**src/sv/rrq_pkg.sv**
```systemverilog
// Shared types, sizes and codes for the round-robin thread run queue.
package rrq_pkg;

  localparam int MAX_THREADS = 16;
  localparam int ID_BITS     = 16;
  localparam int PORT_ID_W   = 16;
  localparam int IDX_W       = $clog2(MAX_THREADS);
  localparam int CNT_W       = $clog2(MAX_THREADS + 1);

  // Result status codes.
  localparam logic [1:0] RES_DONE = 2'd0;
  localparam logic [1:0] RES_FULL = 2'd1;
  localparam logic [1:0] RES_NONE = 2'd2;

  // Thread state codes with a meaning of their own.
  localparam logic [2:0] TS_READY = 3'd0;
  localparam logic [2:0] TS_EXEC  = 3'd1;

  typedef enum logic [2:0] {
    ACT_PUSH   = 3'd0,
    ACT_DELETE = 3'd1,
    ACT_PICK   = 3'd2,
    ACT_YIELD  = 3'd3,
    ACT_MOVE   = 3'd4,
    ACT_LOOKUP = 3'd5,
    ACT_SET    = 3'd6
  } action_t;

  typedef enum logic [1:0] {
    S_IDLE,
    S_SEARCH,
    S_SHIFT
  } fsm_t;

  typedef struct packed {
    logic [ID_BITS-1:0] id;
    logic [2:0]         st;
  } entry_t;

  // Bring a port id down (or up) to the stored id width.
  function automatic logic [ID_BITS-1:0] to_id(input logic [PORT_ID_W-1:0] t);
    logic [63:0] w;
    w = '0;
    w[PORT_ID_W-1:0] = t;
    return w[ID_BITS-1:0];
  endfunction

  // Bring a stored id out to the port width.
  function automatic logic [PORT_ID_W-1:0] to_port(input logic [ID_BITS-1:0] t);
    logic [63:0] w;
    w = '0;
    w[ID_BITS-1:0] = t;
    return w[PORT_ID_W-1:0];
  endfunction

endpackage

```
**src/sv/rrq_mem.sv**
```systemverilog
// Queue entry store: one write port, one registered read port.
module rrq_mem
  import rrq_pkg::*;
(
  input  logic             clk,
  input  logic             we,
  input  logic [IDX_W-1:0] waddr,
  input  entry_t           wdata,
  input  logic [IDX_W-1:0] raddr,
  output entry_t           rdata
);

  entry_t mem [MAX_THREADS];

  always_ff @(posedge clk) begin
    if (we) begin
      mem[waddr] <= wdata;
    end
  end

  always_ff @(posedge clk) begin
    rdata <= mem[raddr];
  end

endmodule

```
**src/sv/round_robin_thread_run_queue.sv**
```systemverilog
// Top level of the round-robin thread run queue: sequencer around the entry store.
//
//  channel  | ports                                      | beat taken when
//  ---------+--------------------------------------------+-------------------------
//  command  | start, busy, action, thread_key, new_state | start & !busy at clk edge
//  result   | done, status, result_id, result_state      | done high, one cycle only
//
// Push, the unused action code and any search on an empty queue answer from idle:
// done rises on the cycle after the beat. Searching actions read the store one
// entry a cycle through its single read port; each entry read back is tested
// for a match and done is registered from that test. Delete, pick, yield and
// move-to-tail then shift the rest up by one entry a cycle; pick, yield and
// move-to-tail then write the held entry at the tail, while delete drops the
// count. Done is set as the tail is written or the count drops.
// Reset (rst, synchronous) empties the queue at once; no clearing pass.
// The receiver cannot stall; busy holds the next command off while working.
module round_robin_thread_run_queue
  import rrq_pkg::*;
(
  input  logic                 clk,
  input  logic                 rst,
  input  logic                 start,
  output logic                 busy,
  input  logic [2:0]           action,
  input  logic [PORT_ID_W-1:0] thread_key,
  input  logic [2:0]           new_state,
  output logic                 done,
  output logic [1:0]           status,
  output logic [PORT_ID_W-1:0] result_id,
  output logic [2:0]           result_state
);

  // Control state.
  fsm_t             state, state_next;
  logic [CNT_W-1:0] cnt, cnt_next;     // valid entries
  logic [CNT_W-1:0] s, s_next;         // next entry index to read
  logic [CNT_W-1:0] didx, didx_next;   // index of the entry now on rdata
  logic             rv, rv_next;       // rdata holds a live read
  logic             done_next;

  // Payload registers.
  action_t            act, act_next;
  logic [ID_BITS-1:0] id_r, id_next;
  logic [2:0]         nst, nst_next;
  entry_t             sav, sav_next;    // entry on its way to the tail
  logic [1:0]           status_next;
  logic [PORT_ID_W-1:0] result_id_next;
  logic [2:0]           result_state_next;

  // Store port.
  logic             we;
  logic [IDX_W-1:0] waddr;
  entry_t           wdata;
  entry_t           rdata;

  // Shared decode.
  action_t          act_in;
  logic             accept;
  logic             issue;
  logic             hit;
  logic             search_in;
  logic             moves;
  logic [CNT_W-1:0] didx_m1;
  logic [CNT_W-1:0] cnt_m1;

  rrq_mem u_mem (
    .clk   (clk),
    .we    (we),
    .waddr (waddr),
    .wdata (wdata),
    .raddr (s[IDX_W-1:0]),
    .rdata (rdata)
  );

  assign busy    = (state != S_IDLE);
  assign accept  = start && !busy;
  assign act_in  = action_t'(action);
  assign didx_m1 = didx - 1'b1;
  assign cnt_m1  = cnt - 1'b1;

  // Issue a read while a scan still has entries ahead of it.
  assign issue = (state != S_IDLE) && (s < cnt);

  assign search_in = (act_in == ACT_DELETE) || (act_in == ACT_PICK) ||
                     (act_in == ACT_YIELD)  || (act_in == ACT_MOVE) ||
                     (act_in == ACT_LOOKUP) || (act_in == ACT_SET);

  // Actions that take the matched entry out of its place.
  assign moves = (act == ACT_DELETE) || (act == ACT_PICK) ||
                 (act == ACT_YIELD)  || (act == ACT_MOVE);

  // Match test on the entry now read back: by state for pick and yield,
  // by id for all else.
  always_comb begin
    hit = 1'b0;
    if (state == S_SEARCH && rv) begin
      case (act)
        ACT_PICK:  hit = (rdata.st == TS_READY);
        ACT_YIELD: hit = (rdata.st == TS_EXEC);
        default:   hit = (rdata.id == id_r);
      endcase
    end
  end

  // Next state.
  always_comb begin
    state_next = state;
    case (state)
      S_IDLE: begin
        if (accept && search_in && cnt != '0) begin
          state_next = S_SEARCH;
        end
      end
      S_SEARCH: begin
        if (hit) begin
          state_next = moves ? S_SHIFT : S_IDLE;
        end else if (!rv && !issue) begin
          state_next = S_IDLE;
        end
      end
      S_SHIFT: begin
        if (!rv && !issue) begin
          state_next = S_IDLE;
        end
      end
      default: state_next = S_IDLE;
    endcase
  end

  // Datapath, store port and result.
  always_comb begin
    cnt_next          = cnt;
    s_next            = s;
    didx_next         = didx;
    rv_next           = issue;
    act_next          = act;
    id_next           = id_r;
    nst_next          = nst;
    sav_next          = sav;
    done_next         = 1'b0;
    status_next       = status;
    result_id_next    = result_id;
    result_state_next = result_state;
    we                = 1'b0;
    waddr             = cnt[IDX_W-1:0];
    wdata             = sav;

    // Advance the read pointer with each read.
    if (issue) begin
      s_next    = s + 1'b1;
      didx_next = s;
    end

    case (state)
      S_IDLE: begin
        if (accept) begin
          act_next = act_in;
          id_next  = to_id(thread_key);
          nst_next = new_state;
          s_next   = '0;
          result_id_next    = '0;
          result_state_next = '0;
          if (act_in == ACT_PUSH) begin
            done_next = 1'b1;
            if (cnt == CNT_W'(MAX_THREADS)) begin
              status_next = RES_FULL;
            end else begin
              // Append at the tail.
              we          = 1'b1;
              waddr       = cnt[IDX_W-1:0];
              wdata.id    = to_id(thread_key);
              wdata.st    = new_state;
              cnt_next    = cnt + 1'b1;
              status_next = RES_DONE;
            end
          end else if (!search_in || cnt == '0) begin
            done_next   = 1'b1;
            status_next = RES_NONE;
          end
        end
      end

      S_SEARCH: begin
        if (hit) begin
          case (act)
            ACT_LOOKUP: begin
              done_next         = 1'b1;
              status_next       = RES_DONE;
              result_id_next    = to_port(rdata.id);
              result_state_next = rdata.st;
            end
            ACT_SET: begin
              we                = 1'b1;
              waddr             = didx[IDX_W-1:0];
              wdata.id          = rdata.id;
              wdata.st          = nst;
              done_next         = 1'b1;
              status_next       = RES_DONE;
              result_id_next    = '0;
              result_state_next = '0;
            end
            default: begin
              // Hold the entry and restart the read just past it; drop the
              // read already in flight.
              sav_next.id = rdata.id;
              sav_next.st = (act == ACT_YIELD) ? TS_READY : rdata.st;
              s_next      = didx + 1'b1;
              rv_next     = 1'b0;
            end
          endcase
        end else if (!rv && !issue) begin
          done_next         = 1'b1;
          status_next       = RES_NONE;
          result_id_next    = '0;
          result_state_next = '0;
        end
      end

      S_SHIFT: begin
        if (rv) begin
          // Close the gap: each entry moves one place towards the head.
          we    = 1'b1;
          waddr = didx_m1[IDX_W-1:0];
          wdata = rdata;
        end else if (!issue) begin
          done_next         = 1'b1;
          status_next       = RES_DONE;
          result_state_next = '0;
          result_id_next    = (act == ACT_PICK) ? to_port(sav.id) : '0;
          if (act == ACT_DELETE) begin
            cnt_next = cnt_m1;
          end else begin
            we    = 1'b1;
            waddr = cnt_m1[IDX_W-1:0];
            wdata = sav;
          end
        end
      end

      default: begin
      end
    endcase
  end

  always_ff @(posedge clk) begin
    if (rst) begin
      state <= S_IDLE;
      cnt   <= '0;
      s     <= '0;
      didx  <= '0;
      rv    <= 1'b0;
      done  <= 1'b0;
    end else begin
      state <= state_next;
      cnt   <= cnt_next;
      s     <= s_next;
      didx  <= didx_next;
      rv    <= rv_next;
      done  <= done_next;
    end
  end

  always_ff @(posedge clk) begin
    act          <= act_next;
    id_r         <= id_next;
    nst          <= nst_next;
    sav          <= sav_next;
    status       <= status_next;
    result_id    <= result_id_next;
    result_state <= result_state_next;
  end

endmodule
```
**config.mk**
```make
export PLATFORM = sky130hd
export DESIGN_NAME = round_robin_thread_run_queue
export DESIGN_NICKNAME = d
export VERILOG_FILES = /design/src/sv/rrq_pkg.sv /design/src/sv/rrq_mem.sv /design/src/sv/round_robin_thread_run_queue.sv
export SDC_FILE = /design/constraint.sdc
export NUM_CORES = 1
export LEC_CHECK = 0
export BUFFER_PORTS_ARGS = -buffer_cell sky130_fd_sc_hd__buf_2
export CAP_MARGIN = 20
export CORE_ASPECT_RATIO = 1.25
export CORE_MARGIN = 10
export CORE_UTILIZATION = 64
export DETAILED_ROUTE_END_ITERATION = 16
export PLACE_DENSITY_LB_ADDON = 0.1
export SETUP_SLACK_MARGIN = 0.3
export SYNTH_ARGS = -nofsm -noshare
export SYNTH_HDL_FRONTEND = slang
export SYNTH_SLANG_ARGS = --single-unit
```
**constraint.sdc**
```tcl
create_clock -name clk -period 7.45 [get_ports clk]
set_clock_uncertainty 0.05 [all_clocks]
set_input_delay 1.49 -clock clk [delete_from_list [all_inputs] [get_ports clk]]
set_output_delay 1.49 -clock clk [all_outputs]
set_load 0.01 [all_outputs]
```
## After elaboration in Yosys (flattened, before gate mapping)

Memories as Yosys holds them, arrays and structs flattened. A register that Yosys moved wholly into a read port is not among the register bits.
Cells that the tools add are included.

- Flip-flop bits (word level): 81
- Latch bits: 0
- Bits in writable memories: 304
- Memory bits (read-only): 0
- Word-level logic and storage cells: 163
- Memories: 1

- $add $sub $neg: 5
- Multiply operators: 0
- Divide/modulo/power cells: 0
- Order comparisons: 1
- Equal/unequal tests: 28
- Shift-type cells: 0
- Multiplexer cells: 80
- Bitwise logic cells: 1
- Reduce and logical (&&, ||, !) cells: 33

Memories:

| name | words | width | read ports | clocked after memory_dff | wr ports | RTL line | text |
|---|---|---|---|---|---|---|---|
| u_mem.mem | 16 | 19 | 1 | 1 | 1 | rrq_mem.sv:13 | `entry_t mem [MAX_THREADS];` |

Operators with widths:

| cell | number |
|---|---|
| 2-to-1 mux 19 bit | 6 |
| 2-to-1 mux 16 bit | 6 |
| one-hot mux 19 bit (3 select lines) | 1 |
| 2-to-1 mux 5 bit | 10 |
| one-hot mux 16 bit (3 select lines) | 1 |
| one-hot mux 16 bit (2 select lines) | 1 |
| 2-to-1 mux 2 bit | 12 |
| 2-to-1 mux 1 bit | 23 |
| 2-to-1 mux 4 bit | 5 |
| one-hot mux 5 bit (2 select lines) | 2 |
| equality test 3 bit (second input constant) | 6 |
| equality test 16 bit | 1 |
| adder 5 x 1 -> 5 bit (second input constant) | 3 |
| 2-to-1 mux 3 bit | 5 |
| != test 2 bit (second input constant) | 7 |
| AND reduction 7 bit | 2 |
| equality test 3 x 2 -> 1 bit (second input constant) | 4 |
| one-hot mux 2 bit (3 select lines) | 2 |
| equality test 3 x 1 -> 1 bit (second input constant) | 3 |
| logical OR 1 bit | 9 |
| one-hot mux 3 bit (3 select lines) | 1 |
| one-hot mux 4 bit (2 select lines) | 1 |
| logical AND 1 bit | 6 |
| logical NOT 3 bit | 2 |
| 23 further kinds | 29 |

## Depth between registers and ports, before layout

- Depth after elaboration: 12
- Mapped depth: 11
- Mapped depth without buffers: 9

## Cells and area by module

From an unflattened synthesis, not the netlist that was laid out.

- Cell total of the unflattened synthesis: 929
- Area total of the unflattened synthesis: 16484.6 sq um

By module, submodules not included:

| module | times used | cells each | area each (sq um) | seq. area each (sq um) |
|---|---|---|---|---|
| rrq_mem | 1 | 507 | 11846.4 | 9509.1 |
| round_robin_thread_run_queue | 1 | 422 | 4638.2 | 2242.2 |

## Worst setup path after synthesis

OpenSTA, ideal clock, no wires.

- Path type: input to register
- Start: input start
- End: memory u_mem.mem[0][0] in the netlist's numbering (enable)
- Arrival time: 4.854 ns
- Required time: 6.956 ns
- Path slack: 2.102 ns
- Cell stages on the path: 8
- Cell sequence: nand2_1 > inv_1 > and2_1 > inv_1 > a31oi_4 > or3b_1 > buf_2 > nor4_1

- Cells in the longest elaborated chain, start to end: 5

RTL lines:

| item | RTL line | text |
|---|---|---|
| from (decl) | round_robin_thread_run_queue.sv:22 | `input logic start,` |
| logical AND 1 bit | round_robin_thread_run_queue.sv:76 | `assign accept = start && !busy;` |
| 2-to-1 mux 1 bit | round_robin_thread_run_queue.sv:156 | `if (accept) begin` |
| one-hot mux 1 bit (3 select lines) | round_robin_thread_run_queue.sv:154 | `case (state)` |
| 2-to-1 mux 1 bit | rrq_mem.sv:16 | `if (we) begin` |
| 2-to-1 mux 1 bit (implied by the code) | rrq_mem.sv:17 | `mem[waddr] <= wdata;` |
| to (decl) | rrq_mem.sv:13 |  |

No other way between the ends.

## Final worst setup path

- Start: input start
- End: memory u_mem.mem[7][10] in the netlist's numbering (enable)

The elaborated chain is that of the path after synthesis.

==> flow_metrics.tcl <==
set metrics [dict create \
    cts_htree_levels 2 \
    antenna_found_initial 1 \
    postCtsSetupBuffers 0 \
    wirelength_um 38300 \
    dr_total_vias 9291 \
    timing.final.ws_setup_ps 2250 \
    start_util 0.648 \
    core_um2 26000 \
    power.switching_mw 1.00 \
    cts_buffer_depth 3 \
    numPortBuffers 47 \
    drive_gt1_frac 0.277 \
    regArea_um2 11800 \
    drt_iter0_drc 998 \
    outcome "complete, no violations" \
    grt_pass1_vias 9445 \
    finalSetupViolations 0 \
    numCtsBuffers 39 \
    async_flop_share 0 \
    fin_crit_ps 5200 \
    ir_drop_uv 214 \
    stdcell_count 1387 \
    fill_cells 1536 \
    final_core_util 0.732 \
    n_antenna_cell 0 \
    p_leak_nw 6.16 \
    avgSynthCellArea_um2 17.9 \
    post-place-ws_ps 1720 \
    rows 66 \
    gp_congestion 0.904 \
    switching_share 0.213 \
    cp_max_fo 24 \
    die_h_um 201 \
    cts_resized 0 \
    hp-class "register to register" \
    yosysTopAreaCell "edfxtp_1" \
    comb_power_share 0.051 \
    drt_first_pass_iters 5 \
    clk_latency_ps 530 \
    clk_pin_slew_ps 60 \
    yosys_warnings 0 \
    final-max-slew-violation-count 0 \
    p_int_mw 3.70 \
    syn_area_um2 16900 \
    p_clk_frac 0.409 \
    post-dp-hpwl_um 24100 \
    power_frac_seq 0.540 \
    seq_area_frac_synth 0.697 \
    cts_tree "yes" \
    track_usage 0.229 \
    cts_root_buf "clkbuf_16" \
    hold_slack_ps 493 \
    setup_tns_ps 0 \
    synth_area_leaders "edfxtp_1 65%, mux4_2 13%, dfxtp_1 4.5%" \
    rsz0062_at_grt "false" \
    worst_setup_path_start_kind "input port" \
    synth-main-ff-cell "edfxtp_1" \
    reg2reg_depth 9 \
    via_per_inst 6.70 \
    die_width_um 165 \
    grt_remaining_overflow 0 \
    post-route-period-util 0.697 \
    fmax_mhz 192 \
    crit_required_ps 7550 \
    ctsHoldBuffers 0 \
    die_area_um2 33300 \
    final_area_um2 19100 \
    dpl-instance-area_um2 17700 \
    hold_depth 0 \
    pin_count 48 \
    drc 0 \
    wl_per_cell_um 27.6 \
    worst_pin_slew_ps 1010 \
    final_nets 1055 \
    syn_inst 941 \
    clock_sinks 404 \
    grt_start_max_net_pins 81 \
    mappedNetlistNets 979 \
    powerDensity_nw_per_um2 247 \
    multi_input_area_um2 4860 \
    finalPower_mw 4.70 \
    critical_path_class "input port to register" \
    cap_violations 0 \
    synth_cell_types 70 \
    cp-end-kind "register" \
    syn_to_final_growth_pct 13.1 \
    dp.cells 1307 \
    synth_seq_cells 404 \
    synth_edf_count 366 \
    ant_nets 0 \
    relSlewSlack 0.326 \
    grt_pass1_wl_um 58100 \
    cp_data_arrival_time_ps 5290 \
    hold_viol_final 0 \
    synth_top_area_frac 0.652 \
]
-- flip-flops by register name (all words and copies together), names as in the netlist --
name          flops
u_mem.mem       304
status            2
act               3
rv                1
state             2
nst               3
result_id        16
result_state      3
cnt               5
id_r             16
sav              19
done              1
u_mem.rdata      19
s                 5
didx              5
-- worst paths after layout --
check | from | endpoint | slack [ps]
max reg2reg | state[1] | u_mem.mem[7][10] | 2480
min reg2reg | u_mem.rdata[12] | sav[12] | 490
max | start | u_mem.mem[7][10] | 2250
min | u_mem.rdata[12] | sav[12] | 490
-- synthesized netlist by cell type, types with 4 or more instances --
| cell type | number |
|---|---|
| o21ai_0 | 13 |
| inv_1 | 35 |
| nor4_2 | 4 |
| buf_2 | 7 |
| nor2_1 | 27 |
| mux2_2 | 18 |
| a22oi_1 | 16 |
| xor2_1 | 20 |
| a211oi_1 | 5 |
| nand3_1 | 7 |
| nor2b_1 | 20 |
| mux2i_1 | 6 |
| xnor2_1 | 9 |
| a221oi_1 | 18 |
| nor3b_1 | 7 |
| a21oi_1 | 36 |
| clkbuf_1 | 36 |
| and2_1 | 4 |
| nor3_1 | 7 |
| dfxtp_1 | 38 |
| nand2_1 | 26 |
| ha_1 | 13 |
| or3_1 | 4 |
| buf_1 | 11 |
| a221o_1 | 19 |
| mux4_2 | 95 |
| edfxtp_1 | 366 |
-- area by class of cell --
| cell class | count | share of cell area |
|---|---|---|
| inverters | 36 | 0.00709 |
| clock inverters | 25 | 0.0114 |
| flip-flops and latches | 404 | 0.617 |
| clock buffers | 46 | 0.0542 |
| multi-input cells | 445 | 0.255 |
| repair buffers | 91 | 0.0328 |
| well taps | 340 | 0.0223 |
-- critical path: stages --
cell	delay, ps
buf_2	110
nand2_1	80
inv_1	750
and2_1	840
inv_1	210
a31oi_4	210
or3b_1	560
and4b_1	1010
-- power groups by stage --
stage	clock network (mW)	logic [mW]	registers, mW
after CTS	1.95	0.233	2.54
after global placement	0	0.221	2.59
final	1.92	0.240	2.54
after floorplan	0	0.128	2.59
after global routing	2.03	0.259	2.54
after detailed placement	0	0.230	2.59
-- cells in the final DEF, fill, tap and decap left out, types with 4 or more instances in the layout --
master	Yosys	final
nor4_2	4	6
nand3_1	7	7
ha_1	13	13
buf_4	0	41
nor3b_1	7	7
nor3_1	7	7
clkbuf_1	36	5
nor2_1	27	27
a211oi_1	5	4
clkinv_2	0	7
mux2i_1	6	6
clkinv_1	0	8
clkbuf_16	0	40
mux2_2	18	18
mux4_2	95	95
buf_2	7	47
xnor2_1	9	9
clkinvlp_4	0	5
dfxtp_1	38	35
edfxtp_1	366	366
a22oi_1	16	16
a221oi_1	18	18
nand2_1	26	26
or3_1	4	4
and2_1	4	4
xor2_1	20	20
o21ai_0	13	13
inv_1	35	35
a221o_1	19	19
nor2b_1	20	20
a21oi_1	36	35
-- cells by family (layout without fill, tap and decap cells) --
kind of cell / after synthesis / in the layout / share of synthesized area
compound gates: 143 / 143 / 0.0621
flops: 404 / 404 / 0.697
mux: 119 / 119 / 0.143
buf+inv: 92 / 198 / 0.0215
xor+xnor: 29 / 29 / 0.0151
fa+ha+maj: 13 / 13 / 0.00965
simple gates: 141 / 141 / 0.0518
-- routing by layer --
layer	GRT usage	wire, um	vias up
met1	0.315	15500	4802
li1	-	-	3985
met2	0.363	19000	432
met3	0.0429	2800	70
met4	0.0716	941	2
met5	0	7	-
(Power assumes the default switching activity.)
